`config.mk`:
```
export PLATFORM = sky130hd
export DESIGN_NAME = md5_message_digest_flat
export DESIGN_NICKNAME = d
export VERILOG_FILES = /design/src/hdl/md5_pkg.sv /design/src/hdl/md5_byte_if.sv /design/src/hdl/md5_digest_if.sv /design/src/hdl/md5_ram.sv /design/src/hdl/md5_round.sv /design/src/hdl/md5_message_digest.sv /design/src/flat_wrapper.sv
export VERILOG_INCLUDE_DIRS = /design/src /design/src/hdl
export SDC_FILE = /design/constraint.sdc
export NUM_CORES = 2
export LEC_CHECK = 0
export ABC_CLOCK_PERIOD_IN_PS = 12690
export BUFFER_PORTS_ARGS = -buffer_cell sky130_fd_sc_hd__buf_2
export CAP_MARGIN = 20
export CORE_MARGIN = 1.5
export CORE_UTILIZATION = 65
export DETAILED_ROUTE_END_ITERATION = 8
export PLACE_DENSITY = 0.87
export SETUP_SLACK_MARGIN = 0.05
export SKIP_CTS_REPAIR_TIMING = 1
export SLEW_MARGIN = 20
export SYNTH_ARGS = -nofsm -noshare
export SYNTH_HDL_FRONTEND = slang
export SYNTH_SLANG_ARGS = --single-unit
```
`constraint.sdc`:
```
create_clock -name clk -period 12.69 [get_ports clk]
set_input_delay 1.9035 -clock clk [delete_from_list [all_inputs] [get_ports clk]]
set_output_delay 1.9035 -clock clk [all_outputs]
set_load 0.02 [all_outputs]
```
`src/hdl/md5_message_digest_defines.svh`:
```
// ----------------------------------------------------------------------------
// md5_message_digest_defines
// Assertion macros shared by the MD5 digest block.
// ----------------------------------------------------------------------------
`ifndef MD5_MESSAGE_DIGEST_DEFINES_SVH
`define MD5_MESSAGE_DIGEST_DEFINES_SVH

// Consequent checked in the same cycle as the antecedent.
`define MD5_ASSERT_NOW(lbl, ante, cons, msg) \
    lbl: assert property (@(posedge clk) disable iff (!rst_n) (ante) |-> (cons)) \
        else $error(msg);

// Consequent checked in the cycle after the antecedent.
`define MD5_ASSERT_NEXT(lbl, ante, cons, msg) \
    lbl: assert property (@(posedge clk) disable iff (!rst_n) (ante) |=> (cons)) \
        else $error(msg);

`endif

```
`src/hdl/md5_pkg.sv`:
```
// ----------------------------------------------------------------------------
// md5_pkg
// Types, constants and step tables for the MD5 digest block.
// ----------------------------------------------------------------------------
package md5_pkg;

    typedef struct packed {
        logic [31:0] a;
        logic [31:0] b;
        logic [31:0] c;
        logic [31:0] d;
    } md5_words_t;

    localparam md5_words_t MD5_INIT = '{
        a: 32'h67452301,
        b: 32'hefcdab89,
        c: 32'h98badcfe,
        d: 32'h10325476
    };

    localparam logic [7:0] PAD_BYTE     = 8'h80;
    localparam logic [5:0] LEN_POS      = 6'd56;
    localparam logic [5:0] LAST_POS     = 6'd63;
    localparam logic [5:0] LAST_STEP    = 6'd63;
    localparam int unsigned WORD_DEPTH  = 16;
    localparam int unsigned WORD_BITS   = 32;

    // Additive constant of each step.
    function automatic logic [31:0] md5_k(input logic [5:0] i);
        logic [31:0] k;
        unique case (i)
            6'd0:  k = 32'hd76aa478;  6'd1:  k = 32'he8c7b756;
            6'd2:  k = 32'h242070db;  6'd3:  k = 32'hc1bdceee;
            6'd4:  k = 32'hf57c0faf;  6'd5:  k = 32'h4787c62a;
            6'd6:  k = 32'ha8304613;  6'd7:  k = 32'hfd469501;
            6'd8:  k = 32'h698098d8;  6'd9:  k = 32'h8b44f7af;
            6'd10: k = 32'hffff5bb1;  6'd11: k = 32'h895cd7be;
            6'd12: k = 32'h6b901122;  6'd13: k = 32'hfd987193;
            6'd14: k = 32'ha679438e;  6'd15: k = 32'h49b40821;
            6'd16: k = 32'hf61e2562;  6'd17: k = 32'hc040b340;
            6'd18: k = 32'h265e5a51;  6'd19: k = 32'he9b6c7aa;
            6'd20: k = 32'hd62f105d;  6'd21: k = 32'h02441453;
            6'd22: k = 32'hd8a1e681;  6'd23: k = 32'he7d3fbc8;
            6'd24: k = 32'h21e1cde6;  6'd25: k = 32'hc33707d6;
            6'd26: k = 32'hf4d50d87;  6'd27: k = 32'h455a14ed;
            6'd28: k = 32'ha9e3e905;  6'd29: k = 32'hfcefa3f8;
            6'd30: k = 32'h676f02d9;  6'd31: k = 32'h8d2a4c8a;
            6'd32: k = 32'hfffa3942;  6'd33: k = 32'h8771f681;
            6'd34: k = 32'h6d9d6122;  6'd35: k = 32'hfde5380c;
            6'd36: k = 32'ha4beea44;  6'd37: k = 32'h4bdecfa9;
            6'd38: k = 32'hf6bb4b60;  6'd39: k = 32'hbebfbc70;
            6'd40: k = 32'h289b7ec6;  6'd41: k = 32'heaa127fa;
            6'd42: k = 32'hd4ef3085;  6'd43: k = 32'h04881d05;
            6'd44: k = 32'hd9d4d039;  6'd45: k = 32'he6db99e5;
            6'd46: k = 32'h1fa27cf8;  6'd47: k = 32'hc4ac5665;
            6'd48: k = 32'hf4292244;  6'd49: k = 32'h432aff97;
            6'd50: k = 32'hab9423a7;  6'd51: k = 32'hfc93a039;
            6'd52: k = 32'h655b59c3;  6'd53: k = 32'h8f0ccc92;
            6'd54: k = 32'hffeff47d;  6'd55: k = 32'h85845dd1;
            6'd56: k = 32'h6fa87e4f;  6'd57: k = 32'hfe2ce6e0;
            6'd58: k = 32'ha3014314;  6'd59: k = 32'h4e0811a1;
            6'd60: k = 32'hf7537e82;  6'd61: k = 32'hbd3af235;
            6'd62: k = 32'h2ad7d2bb;  6'd63: k = 32'heb86d391;
            default: k = 32'h0;
        endcase
        return k;
    endfunction

    // Left-rotate amount of each step.
    function automatic logic [4:0] md5_shift(input logic [5:0] i);
        logic [4:0] s;
        unique case ({i[5:4], i[1:0]})
            4'd0:  s = 5'd7;   4'd1:  s = 5'd12;  4'd2:  s = 5'd17;  4'd3:  s = 5'd22;
            4'd4:  s = 5'd5;   4'd5:  s = 5'd9;   4'd6:  s = 5'd14;  4'd7:  s = 5'd20;
            4'd8:  s = 5'd4;   4'd9:  s = 5'd11;  4'd10: s = 5'd16;  4'd11: s = 5'd23;
            4'd12: s = 5'd6;   4'd13: s = 5'd10;  4'd14: s = 5'd15;  4'd15: s = 5'd21;
            default: s = 5'd7;
        endcase
        return s;
    endfunction

    // Message word used by each step.
    function automatic logic [3:0] md5_word_sel(input logic [5:0] i);
        logic [3:0] i4;
        logic [3:0] g;
        i4 = i[3:0];
        unique case (i[5:4])
            2'd0: g = i4;
            2'd1: g = 4'(i4 * 4'd5 + 4'd1);
            2'd2: g = 4'(i4 * 4'd3 + 4'd5);
            2'd3: g = 4'(i4 * 4'd7);
            default: g = i4;
        endcase
        return g;
    endfunction

endpackage

```
`src/hdl/md5_byte_if.sv`:
```
// ----------------------------------------------------------------------------
// md5_byte_if
// Message byte channel: valid/ready with one byte and its framing flags.
// ----------------------------------------------------------------------------
interface md5_byte_if;
    logic       valid;
    logic       ready;
    logic [7:0] data_byte;
    logic       byte_valid;
    logic       end_of_message;

    modport source (output valid, output data_byte, output byte_valid,
                    output end_of_message, input ready);
    modport sink   (input valid, input data_byte, input byte_valid,
                    input end_of_message, output ready);
endinterface

```
`src/hdl/md5_digest_if.sv`:
```
// ----------------------------------------------------------------------------
// md5_digest_if
// Digest channel: valid/ready with one 32-bit chaining word per item.
// ----------------------------------------------------------------------------
interface md5_digest_if;
    logic        valid;
    logic        ready;
    logic [31:0] digest_word;
    logic [1:0]  word_index;
    logic        last_word;

    modport source (output valid, output digest_word, output word_index,
                    output last_word, input ready);
    modport sink   (input valid, input digest_word, input word_index,
                    input last_word, output ready);
endinterface

```
`src/hdl/md5_ram.sv`:
```
// ----------------------------------------------------------------------------
// md5_ram
// Generic simple dual-port RAM, one write port, registered read port.
// ----------------------------------------------------------------------------
module md5_ram #(
    parameter int unsigned WIDTH = 32,
    parameter int unsigned DEPTH = 16
) (
    input  logic                     clk,
    input  logic                     wr_en,
    input  logic [$clog2(DEPTH)-1:0] wr_addr,
    input  logic [WIDTH-1:0]         wr_data,
    input  logic [$clog2(DEPTH)-1:0] rd_addr,
    output logic [WIDTH-1:0]         rd_data
);

    logic [WIDTH-1:0] mem [DEPTH];

    always_ff @(posedge clk)
    begin
        if (wr_en)
        begin
            mem[wr_addr] <= wr_data;
        end
        rd_data <= mem[rd_addr];
    end

endmodule

```
`src/hdl/md5_round.sv`:
```
// ----------------------------------------------------------------------------
// md5_round
// One MD5 step: round function, add, rotate, and register rename.
// ----------------------------------------------------------------------------
module md5_round import md5_pkg::*; (
    input  md5_words_t  cur,
    input  logic [5:0]  step,
    input  logic [31:0] msg_word,
    output md5_words_t  nxt
);

    logic [31:0] f;
    logic [31:0] sum;
    logic [31:0] rot;
    logic [4:0]  s;

    always_comb
    begin
        unique case (step[5:4])
            2'd0: f = (cur.b & cur.c) | (~cur.b & cur.d);
            2'd1: f = (cur.b & cur.d) | (cur.c & ~cur.d);
            2'd2: f = cur.b ^ cur.c ^ cur.d;
            2'd3: f = cur.c ^ (cur.b | ~cur.d);
            default: f = 32'h0;
        endcase
    end

    assign s   = md5_shift(step);
    assign sum = cur.a + f + msg_word + md5_k(step);
    // s is never zero, so the right shift stays below 32
    assign rot = (sum << s) | (sum >> (6'd32 - {1'b0, s}));

    assign nxt.a = cur.d;
    assign nxt.b = cur.b + rot;
    assign nxt.c = cur.b;
    assign nxt.d = cur.c;

endmodule

```
`src/hdl/md5_message_digest.sv`:
```
// ----------------------------------------------------------------------------
// md5_message_digest
// MD5 over a byte stream, four digest words out per message.
// ----------------------------------------------------------------------------
// byte_in takes one item per cycle while ready: a byte (if byte_valid) and
// an end_of_message flag. Bytes are packed into 32-bit words in a 16-word
// block RAM. The item that fills byte 63 starts a compression that holds
// ready low through ST_LOAD, 64 steps in ST_STEP through one shared step
// unit fed by the RAM read port, and ST_FIN for the chaining add.
// An end_of_message item starts padding at one byte per cycle (0x80, zeros,
// then the 64-bit bit length), from its fill position up to byte 63, plus
// one or two compressions; the worst case pads from byte 56 and needs
// two compressions before the first digest word.
// digest_out then gives four items, A first, word_index 0..3, last_word on
// D; each waits as long as the receiver holds ready low, and ready on
// byte_in stays low until the fourth word is taken. After that the chaining
// words, bit count and fill position return to their initial values.
// Reset (rst_n low) loads the initial chaining words and clears the count.
// ----------------------------------------------------------------------------
`include "md5_message_digest_defines.svh"

module md5_message_digest import md5_pkg::*; (
    input  logic         clk,
    input  logic         rst_n,
    md5_byte_if.sink     byte_in,
    md5_digest_if.source digest_out
);

    localparam logic [2:0] ST_IDLE = 3'd0;
    localparam logic [2:0] ST_PAD  = 3'd1;
    localparam logic [2:0] ST_LOAD = 3'd2;
    localparam logic [2:0] ST_STEP = 3'd3;
    localparam logic [2:0] ST_FIN  = 3'd4;
    localparam logic [2:0] ST_OUT  = 3'd5;

    logic [2:0]  state_reg, state_next;
    logic [5:0]  fill_reg, fill_next;
    logic [63:0] len_reg, len_next;
    md5_words_t  chain_reg, chain_next;
    md5_words_t  work_reg, work_next;
    logic [5:0]  step_reg, step_next;
    logic [23:0] word_buf_reg, word_buf_next;
    logic        eom_reg, eom_next;
    logic        pad_first_reg, pad_first_next;
    logic        len_block_reg, len_block_next;
    logic [1:0]  out_idx_reg, out_idx_next;

    logic        in_fire;
    logic        wr_byte_en;
    logic [7:0]  wr_byte;
    logic        ram_wr_en;
    logic [3:0]  ram_rd_addr;
    logic [31:0] ram_rd_data;
    md5_words_t  round_nxt;

    assign in_fire       = byte_in.valid && byte_in.ready;
    assign byte_in.ready = (state_reg == ST_IDLE);

    // Byte source: the input item while idle, the padding stream in ST_PAD.
    always_comb
    begin
        wr_byte_en = 1'b0;
        wr_byte    = byte_in.data_byte;
        if (state_reg == ST_IDLE)
        begin
            wr_byte_en = in_fire && byte_in.byte_valid;
        end
        else if (state_reg == ST_PAD)
        begin
            wr_byte_en = 1'b1;
            if (pad_first_reg)
            begin
                wr_byte = PAD_BYTE;
            end
            else if (len_block_reg && (fill_reg >= LEN_POS))
            begin
                wr_byte = len_reg[{fill_reg[2:0], 3'b000} +: 8];
            end
            else
            begin
                wr_byte = 8'h00;
            end
        end
    end

    assign ram_wr_en   = wr_byte_en && (fill_reg[1:0] == 2'b11);
    assign ram_rd_addr = md5_word_sel((state_reg == ST_STEP) ? 6'(step_reg + 6'd1) : 6'd0);

    md5_ram #(
        .WIDTH (WORD_BITS),
        .DEPTH (WORD_DEPTH)
    ) u_block_ram (
        .clk     (clk),
        .wr_en   (ram_wr_en),
        .wr_addr (fill_reg[5:2]),
        .wr_data ({wr_byte, word_buf_reg}),
        .rd_addr (ram_rd_addr),
        .rd_data (ram_rd_data)
    );

    md5_round u_round (
        .cur      (work_reg),
        .step     (step_reg),
        .msg_word (ram_rd_data),
        .nxt      (round_nxt)
    );

    always_comb
    begin
        state_next     = state_reg;
        fill_next      = fill_reg;
        len_next       = len_reg;
        chain_next     = chain_reg;
        work_next      = work_reg;
        step_next      = step_reg;
        word_buf_next  = word_buf_reg;
        eom_next       = eom_reg;
        pad_first_next = pad_first_reg;
        len_block_next = len_block_reg;
        out_idx_next   = out_idx_reg;

        if (wr_byte_en)
        begin
            fill_next = fill_reg + 6'd1;
            if (fill_reg[1:0] != 2'b11)
            begin
                word_buf_next[{fill_reg[1:0], 3'b000} +: 8] = wr_byte;
            end
        end

        unique case (state_reg)
            ST_IDLE:
            begin
                if (in_fire)
                begin
                    if (byte_in.byte_valid)
                    begin
                        len_next = len_reg + 64'd8;
                    end
                    eom_next       = byte_in.end_of_message;
                    pad_first_next = byte_in.end_of_message;
                    if (byte_in.byte_valid && (fill_reg == LAST_POS))
                    begin
                        state_next = ST_LOAD;
                    end
                    else if (byte_in.end_of_message)
                    begin
                        state_next = ST_PAD;
                    end
                end
            end
            ST_PAD:
            begin
                pad_first_next = 1'b0;
                // length fits in this block when the marker lands before byte 56
                if (pad_first_reg && (fill_reg < LEN_POS))
                begin
                    len_block_next = 1'b1;
                end
                if (fill_reg == LAST_POS)
                begin
                    state_next = ST_LOAD;
                end
            end
            ST_LOAD:
            begin
                work_next  = chain_reg;
                step_next  = 6'd0;
                state_next = ST_STEP;
            end
            ST_STEP:
            begin
                work_next = round_nxt;
                step_next = step_reg + 6'd1;
                if (step_reg == LAST_STEP)
                begin
                    state_next = ST_FIN;
                end
            end
            ST_FIN:
            begin
                chain_next.a = chain_reg.a + work_reg.a;
                chain_next.b = chain_reg.b + work_reg.b;
                chain_next.c = chain_reg.c + work_reg.c;
                chain_next.d = chain_reg.d + work_reg.d;
                if (eom_reg && len_block_reg)
                begin
                    out_idx_next = 2'd0;
                    state_next   = ST_OUT;
                end
                else if (eom_reg)
                begin
                    // marker already placed: the length goes in the next block
                    if (!pad_first_reg)
                    begin
                        len_block_next = 1'b1;
                    end
                    state_next = ST_PAD;
                end
                else
                begin
                    state_next = ST_IDLE;
                end
            end
            ST_OUT:
            begin
                if (digest_out.ready)
                begin
                    out_idx_next = out_idx_reg + 2'd1;
                    if (out_idx_reg == 2'd3)
                    begin
                        chain_next     = MD5_INIT;
                        len_next       = 64'd0;
                        eom_next       = 1'b0;
                        len_block_next = 1'b0;
                        state_next     = ST_IDLE;
                    end
                end
            end
            default:
            begin
                state_next = ST_IDLE;
            end
        endcase
    end

    always_ff @(posedge clk or negedge rst_n)
    begin
        if (!rst_n)
        begin
            state_reg     <= ST_IDLE;
            fill_reg      <= 6'd0;
            len_reg       <= 64'd0;
            chain_reg     <= MD5_INIT;
            step_reg      <= 6'd0;
            eom_reg       <= 1'b0;
            pad_first_reg <= 1'b0;
            len_block_reg <= 1'b0;
            out_idx_reg   <= 2'd0;
        end
        else
        begin
            state_reg     <= state_next;
            fill_reg      <= fill_next;
            len_reg       <= len_next;
            chain_reg     <= chain_next;
            step_reg      <= step_next;
            eom_reg       <= eom_next;
            pad_first_reg <= pad_first_next;
            len_block_reg <= len_block_next;
            out_idx_reg   <= out_idx_next;
        end
    end

    always_ff @(posedge clk)
    begin
        work_reg     <= work_next;
        word_buf_reg <= word_buf_next;
    end

    assign digest_out.valid      = (state_reg == ST_OUT);
    assign digest_out.word_index = out_idx_reg;
    assign digest_out.last_word  = (out_idx_reg == 2'd3);

    always_comb
    begin
        unique case (out_idx_reg)
            2'd0: digest_out.digest_word = chain_reg.a;
            2'd1: digest_out.digest_word = chain_reg.b;
            2'd2: digest_out.digest_word = chain_reg.c;
            2'd3: digest_out.digest_word = chain_reg.d;
            default: digest_out.digest_word = chain_reg.a;
        endcase
    end

    `MD5_ASSERT_NOW(a_no_overlap, digest_out.valid, !byte_in.ready, "input taken during digest output")
    `MD5_ASSERT_NEXT(a_ready_after_last, digest_out.valid && digest_out.ready && digest_out.last_word, byte_in.ready && (len_reg == 64'd0), "block not reinitialized after digest")
    `MD5_ASSERT_NOW(a_out_block_done, digest_out.valid, (fill_reg == 6'd0) && len_block_reg, "digest emitted with partial block")
    `MD5_ASSERT_NEXT(a_load_starts_step, state_reg == ST_LOAD, (state_reg == ST_STEP) && (step_reg == 6'd0), "compression did not start at step zero")

endmodule
```
`src/flat_wrapper.sv`:
```
// flat-port wrapper written by rule: the top's interface ports become plain ports
module md5_message_digest_flat import md5_pkg::*;
  (clk, rst_n, byte_in_valid, byte_in_data_byte, byte_in_byte_valid, byte_in_end_of_message, byte_in_ready, digest_out_valid, digest_out_digest_word, digest_out_word_index, digest_out_last_word, digest_out_ready);
  md5_byte_if byte_in_i ();
  md5_digest_if digest_out_i ();
  input  logic clk;
  input  logic rst_n;
  input wire logic [$bits(byte_in_i.valid)-1:0] byte_in_valid;
  input wire logic [$bits(byte_in_i.data_byte)-1:0] byte_in_data_byte;
  input wire logic [$bits(byte_in_i.byte_valid)-1:0] byte_in_byte_valid;
  input wire logic [$bits(byte_in_i.end_of_message)-1:0] byte_in_end_of_message;
  output wire logic [$bits(byte_in_i.ready)-1:0] byte_in_ready;
  output wire logic [$bits(digest_out_i.valid)-1:0] digest_out_valid;
  output wire logic [$bits(digest_out_i.digest_word)-1:0] digest_out_digest_word;
  output wire logic [$bits(digest_out_i.word_index)-1:0] digest_out_word_index;
  output wire logic [$bits(digest_out_i.last_word)-1:0] digest_out_last_word;
  input wire logic [$bits(digest_out_i.ready)-1:0] digest_out_ready;
  assign byte_in_i.valid = byte_in_valid;
  assign byte_in_i.data_byte = byte_in_data_byte;
  assign byte_in_i.byte_valid = byte_in_byte_valid;
  assign byte_in_i.end_of_message = byte_in_end_of_message;
  assign byte_in_ready = byte_in_i.ready;
  assign digest_out_valid = digest_out_i.valid;
  assign digest_out_digest_word = digest_out_i.digest_word;
  assign digest_out_word_index = digest_out_i.word_index;
  assign digest_out_last_word = digest_out_i.last_word;
  assign digest_out_i.ready = digest_out_ready;
  md5_message_digest u_core (.clk(clk), .rst_n(rst_n), .byte_in(byte_in_i), .digest_out(digest_out_i));
endmodule
```
* Yosys cells after proc, flatten, opt, wreduce, memory -nomap -nowiden
Memories as Yosys holds them, arrays and structs flattened. A register that Yosys moved wholly into a read port is not among the register bits. Cells that the tools add are included.
Word-level totals: bits in read-only memories 2128, register bits after elaboration 364, logic and storage cells 159, output and inout bits 37, latch bits 0, bits of input ports 14, RAM bits 512, memories 3
Cells by class: add/sub/neg operators 16, $lt $le $gt $ge 2, multiplexer cells 46, reduce and logical (&&, ||, !) cells 24, bitwise logic cells 13, multiply operators 3, divide/modulo/power cells 0, shift operators 5, equal/unequal tests 30
Memories:
- (name not given) | depth 64, width 32, rd ports 1, clocked after memory_dff 0, wr ports 0, RTL line md5_pkg.sv:31 | unique case (i)
- u_core.u_block_ram.mem | depth 16, width 32, rd ports 1, clocked after memory_dff 1, wr ports 1, RTL line md5_ram.sv:17 | logic [WIDTH-1:0] mem [DEPTH];
- (name not given) | depth 16, width 5, rd ports 1, clocked after memory_dff 0, wr ports 0, RTL line md5_pkg.sv:72 | unique case ({i[5:4], i[1:0]})
Operator list (number):
- one-hot mux 128 bit (2 select lines) | 2
- adder 32 bit | 8
- 2-to-1 mux 128 bit | 2
- 2-to-1 mux 64 bit | 4
- one-hot mux 32 bit (4 select lines) | 2
- AND 32 bit | 4
- bitwise OR 32 bit | 4
- one-hot mux 64 bit (2 select lines) | 1
- XOR 32 bit | 3
- adder 64 x 4 -> 64 bit (second input constant) | 1
- NOT 32 bit | 2
- variable part select 64 x 7 -> 8 bit | 1
- 2-to-1 mux 8 bit | 4
- left shift 32 x 5 -> 32 bit | 1
- right shift 32 x 6 -> 32 bit | 1
- bitwise mux 24 bit | 1
- 2-to-1 mux 3 bit | 8
- variable shift 8 x 7 -> 24 bit (first input constant) | 1
- variable part select 8 x 7 -> 24 bit | 1
- one-hot mux 3 bit (6 select lines) | 1
- inequality test 2 bit (second input constant) | 8
- one-hot mux 4 bit (4 select lines) | 1
- == test 2 bit (second input constant) | 7
- adder 6 x 1 -> 6 bit (second input constant) | 2
- 34 further kinds | 69

* Longest topological paths before layout
depth after elaboration 11, depth in mapped cells 42, depth with buffers taken out 38

* Hierarchy
From an unflattened synthesis, not the netlist that was laid out.
Second synthesis, totals: cells, all modules 5392, area, all modules 56706.9 µm²
Modules (own cells, without submodules):
- md5_message_digest | cells an instance 2448, seq. area each 9874.5 µm², instances 1, area an instance 22663.0 µm²
- md5_ram | cells an instance 838, seq. area each 16015.4 µm², instances 1, area an instance 19835.3 µm²
- md5_round | cells an instance 2106, seq. area each 0.0 µm², instances 1, area an instance 14208.6 µm²

* Worst setup path before layout
No wires, ideal clock.
kind flip-flop to flip-flop, from register u_core.step_reg[0], to register u_core.work_reg[95] (netlist name), data pin, stages on the path, launching flop included 40, path slack 2917 ps, path buffers 2, data required time 12545 ps, period minus slack after synthesis 9773 ps, arrival 9629 ps, setup time 145 ps, cell sequence dfrtp_1 > clkbuf_1 > clkinv_1 > ha_1 > or2_2 > clkbuf_1 > and3_1 > a311oi_1 > a21oi_1 > a221oi_1 > fa_1 > inv_1 > fa_1 > inv_1 > ha_1 > inv_1 > fa_1 > nand2b_1 > [4 not listed] > a221o_1 > xor2_2 > a21oi_1 > or3b_1 > a31o_2 > o221ai_1 > ha_1 > a211oi_1 > o21ai_0 > a31o_2 > a31o_2 > nand3_1 > a41oi_1 > a41o_1 > a221o_1 > a31oi_1 > xnor3_1 > o21ai_1
RTL lines:
- start: declaration | RTL line md5_message_digest.sv:41 | logic [5:0] step_reg, step_next;
- start signal: assignment | RTL line md5_message_digest.sv:247 | step_reg <= step_next;
- end signal: assignment | RTL line md5_message_digest.sv:257 | work_reg <= work_next;
- end: declaration | RTL line md5_message_digest.sv:40 | md5_words_t work_reg, work_next;

==> results.txt <==
----------------------------------------------------
[Route]
  Per-cell via count in the routed design ... 7.104
  Count of antenna-violating nets left after detailed routing ... 0
  DR vias ... 45560
  Detailed Route Iter0 Violations ... 6379
  Routed wire per std cell ... 29.48 µm
  Total detailed-routing wirelength ... 189100 µm
  Post-route DRC violation count ... 0
  Number of detailed-route iterations in the first pass ... 7

[GRT]
  First-pass GRT wire length ... 278400 µm
  Total grt overflow ... 0
  Pin count of the biggest net entering global routing ... 129
  Global-route usage over all layers ... 43.07%
  Vias in the first global route ... 43900
  Antenna violations before repair ... 2

[Worst setup path]
  Required time reported for the critical path endpoint ... 13.22 ns
  Startpoint-to-endpoint class of the critical path ... reg -> reg
  Slack of the worst reg-to-reg path ... 1.80 ns
  Critical Path Most Common Cell ... sky130_fd_sc_hd__o21ai_0
  Worst Setup End Kind ... flip-flop
  Top fanout value on the critical path ... 12
  Startpoint kind of the worst setup timing path ... flip-flop
  Worst-path cell with the longest stage delay ... sky130_fd_sc_hd__nor2_1
  Slowest cell delay on critical path ... 0.61 ns
  Crit path DAT ... 11.41 ns

[Logic synthesis]
  Count of synthesis-stage warnings from yosys ... 0
  Yosys reg bits ... 905
  Netlist cell types ... 95
  Post-Syn Nets ... 5573
  Main synth FF type ... sky130_fd_sc_hd__edfxtp_1
  Cell Area, Synth ... 55830 µm²
  Sequential share of the synthesized area ... 46.37%
  Synthesized area divided by synthesized cell count ... 10.60 µm²
  Number of flops mapped to enable cells by yosys ... 664
  Async set-reset flop share out of synthesis ... 23.09%
  Number of standard cells after synthesis ... 5266

[Timing]
  Period utilization ... 85.79%
  Tightest slew margin relative to the limit ... 19.98%
  Final Max Tran Viols ... 0
  Final critical-path setup slack ... 1.803 ns
  Final hold violations ... 0
  Largest clock skew in the final design ... 0.07901 ns
  Final worst path period need ... 10.89 ns
  Hold slack final ... 0.5187 ns
  TNS Setup ... 0 ns
  Pin slew with the least headroom to its limit ... 1.167 ns
  Fmax achieved ... 91.85 MHz
  RSZ-0062 raised after global routing ... false
  Setup violators final ... 0

[Place]
  Total half-perimeter wirelength after legalization and detailed placement ... 125000 µm
  Setup slack at placement ... 2.074 ns
  Final estimated routing congestion in global placement ... 1.074
  Port Buffers ... 50

[Floorplanning]
  Die Height ... 296.1 µm
  Core area ... 85150 µm²
  Row cnt ... 107
  Area of the die ... 87670 µm²
  Overall die width ... 296.1 µm
  Number of primary I/O pins ... 51
  Effective utilization at floorplan ... 65.57%

[Worst hold path]
  Type of the worst min-delay path ... reg -> reg

[Layout]
  Fraction of layout instances using a drive strength above 1 ... 12.35%
  Flip-flop count of the largest register after layout ... 512
  Nets@finish ... 5503
  Antenna diode count ... 0
  Util after Layout ... 70.80%
  Area growth, synth to finish ... 7.971%

[Power and ir drop]
  Power Total ... 0.005911 W
  Leakage power of the design ... 23.17 nW
  Power density cells ... 98.06 nW/µm²
  Peak VDD IR ... 229.6 µV

[Clock tree]
  Total CTS buffers ... 89
  Number of H-tree levels ... 3
  Clock-pin slew of the registers on the worst-case setup and hold paths ... 0.07 ns
  Max clock buf depth ... 3
  Total clock sinks ... 905
  TritonCTS clock tree ... done
  Clock latency at the later pin of the worst-skew pair ... 0.71 ns
  Clock tree root driver cell ... sky130_fd_sc_hd__clkbuf_16

[Run status]
  Outcome ... complete, no violations

[Job]
  Max_cap viols ... 0

----------------------------------------------------
## synthesized netlist by cell type, drive strengths merged, types with 16 or more instances
cell	count	share of area, %
nand4	32	0.36
clkbuf	239	1.6
o31ai	16	0.22
buf	58	0.48
edfxtp	664	36
xnor2	139	2.2
xor2	118	1.9
o21ai	398	3.6
a22oi	16	0.22
or3	40	0.46
a31oi	69	0.80
mux2i	136	2.4
and2	26	0.29
nand2	609	4.1
nor3	65	0.60
a21oi	381	3.4
o211ai	46	0.64
or2	45	0.50
nand2b	35	0.41
o21a	36	0.48
o21bai	20	0.27
ha	224	5.0
dfstp	64	3.0
a211oi	123	1.7
nor2	384	2.6
dfrtp	145	6.5
nor2b	62	0.69
mux4	175	7.1
a21o	106	1.4
inv	270	1.8
o22ai	33	0.37
a222oi	32	0.57
dfxtp	32	1.1
fa	69	2.5
nand3	88	0.79
and3	40	0.45
mux2	21	0.43
## stage by stage
stage               std cells  cell area (µm²)
global route             6414            60290
detailed placement       6248            57310
CTS                      6413            60270
finish                   6414            60290
global placement         6248            57300
floorplan                5266            55830
## area by class of cell
cell class                      count  area [µm²]
Fill cell                        5787       24860
Timing Repair Buffer              136       930.9
Clock inverter                     49       521.8
Sequential cell                   905       25900
Tap cell                         1144        1431
Inverter                          271        1022
Multi-Input combinational cell   3793       28040
Clock buffer                      116        2439
## metal layers
| layer | vias to the layer above | global-route usage (%) | part of all wire [%] |
|---|---|---|---|
| met5 | - | 0 | 0.0074 |
| met4 | 2 | 29.69 | 8.1 |
| met3 | 812 | 10.36 | 11 |
| met2 | 3456 | 67.55 | 46 |
| met1 | 21940 | 52.93 | 35 |
| li1 | 19350 | - | - |
## kinds of logic after synthesis
| group | share of synthesized area [%] |
|---|---|
| mux | 9.927 |
| flops | 46.37 |
| compound gates | 16.41 |
| buf+inv | 3.908 |
| fa+ha+maj | 7.494 |
| simple gates | 11.77 |
| xor+xnor | 4.125 |
## placed cells by master (no fill, tap or decap), types with 49 or more instances in the layout
master | Yosys | routed
sky130_fd_sc_hd__nor2b_1 | 62 | 62
sky130_fd_sc_hd__dfstp_2 | 64 | 64
sky130_fd_sc_hd__o21ai_0 | 394 | 391
sky130_fd_sc_hd__a211oi_1 | 122 | 122
sky130_fd_sc_hd__buf_4 | 8 | 84
sky130_fd_sc_hd__inv_1 | 269 | 267
sky130_fd_sc_hd__nor3_1 | 63 | 59
sky130_fd_sc_hd__mux4_2 | 175 | 175
sky130_fd_sc_hd__clkbuf_16 | 0 | 89
sky130_fd_sc_hd__mux2i_1 | 136 | 131
sky130_fd_sc_hd__xnor2_1 | 139 | 135
sky130_fd_sc_hd__ha_1 | 224 | 222
sky130_fd_sc_hd__fa_1 | 69 | 69
sky130_fd_sc_hd__xor2_1 | 117 | 116
sky130_fd_sc_hd__dfrtp_1 | 145 | 141
sky130_fd_sc_hd__nor2_1 | 384 | 369
sky130_fd_sc_hd__a21o_1 | 106 | 106
sky130_fd_sc_hd__nand2_1 | 609 | 606
sky130_fd_sc_hd__buf_2 | 16 | 49
sky130_fd_sc_hd__a21oi_1 | 381 | 379
sky130_fd_sc_hd__a31oi_1 | 68 | 68
sky130_fd_sc_hd__nand3_1 | 88 | 88
sky130_fd_sc_hd__edfxtp_1 | 664 | 664
## worst max-delay path, delay by kind of cell, from the launching register on
kind                       cells  cell delay [ns]
AOI/OAI and AO/OA             19             5.01
adders and majority gates      5             1.96
and+or+nand+nor                4             1.17
xor gates and xnor gates       2             0.93
buffers and inverters          5             0.72
muxes                          2             0.57
DFF                            1             0.34
## worst paths after layout
kind / from / end / cells after the start
max: u_core.step_reg[1] / u_core.work_reg[95] / 37
min: u_core.chain_reg[106] / u_core.chain_reg[106] / 1
max reg2reg: u_core.step_reg[1] / u_core.work_reg[95] / 37
min reg2reg: u_core.chain_reg[106] / u_core.chain_reg[106] / 1
max in group asynchronous: rst_n / u_core.chain_reg[97] / 3
min in group asynchronous: rst_n / u_core.chain_reg[127] / 1
## power by group
part	internal (W)	switching, W	total (W)
clock	0.00150	0.00124	0.00273
combinational	0.00000427	0.0000274	0.0000317
sequential	0.00315	0.000000265	0.00315
total	0.00465	0.00126	0.00591
Note: power is estimated with default switching activity, not from simulation.
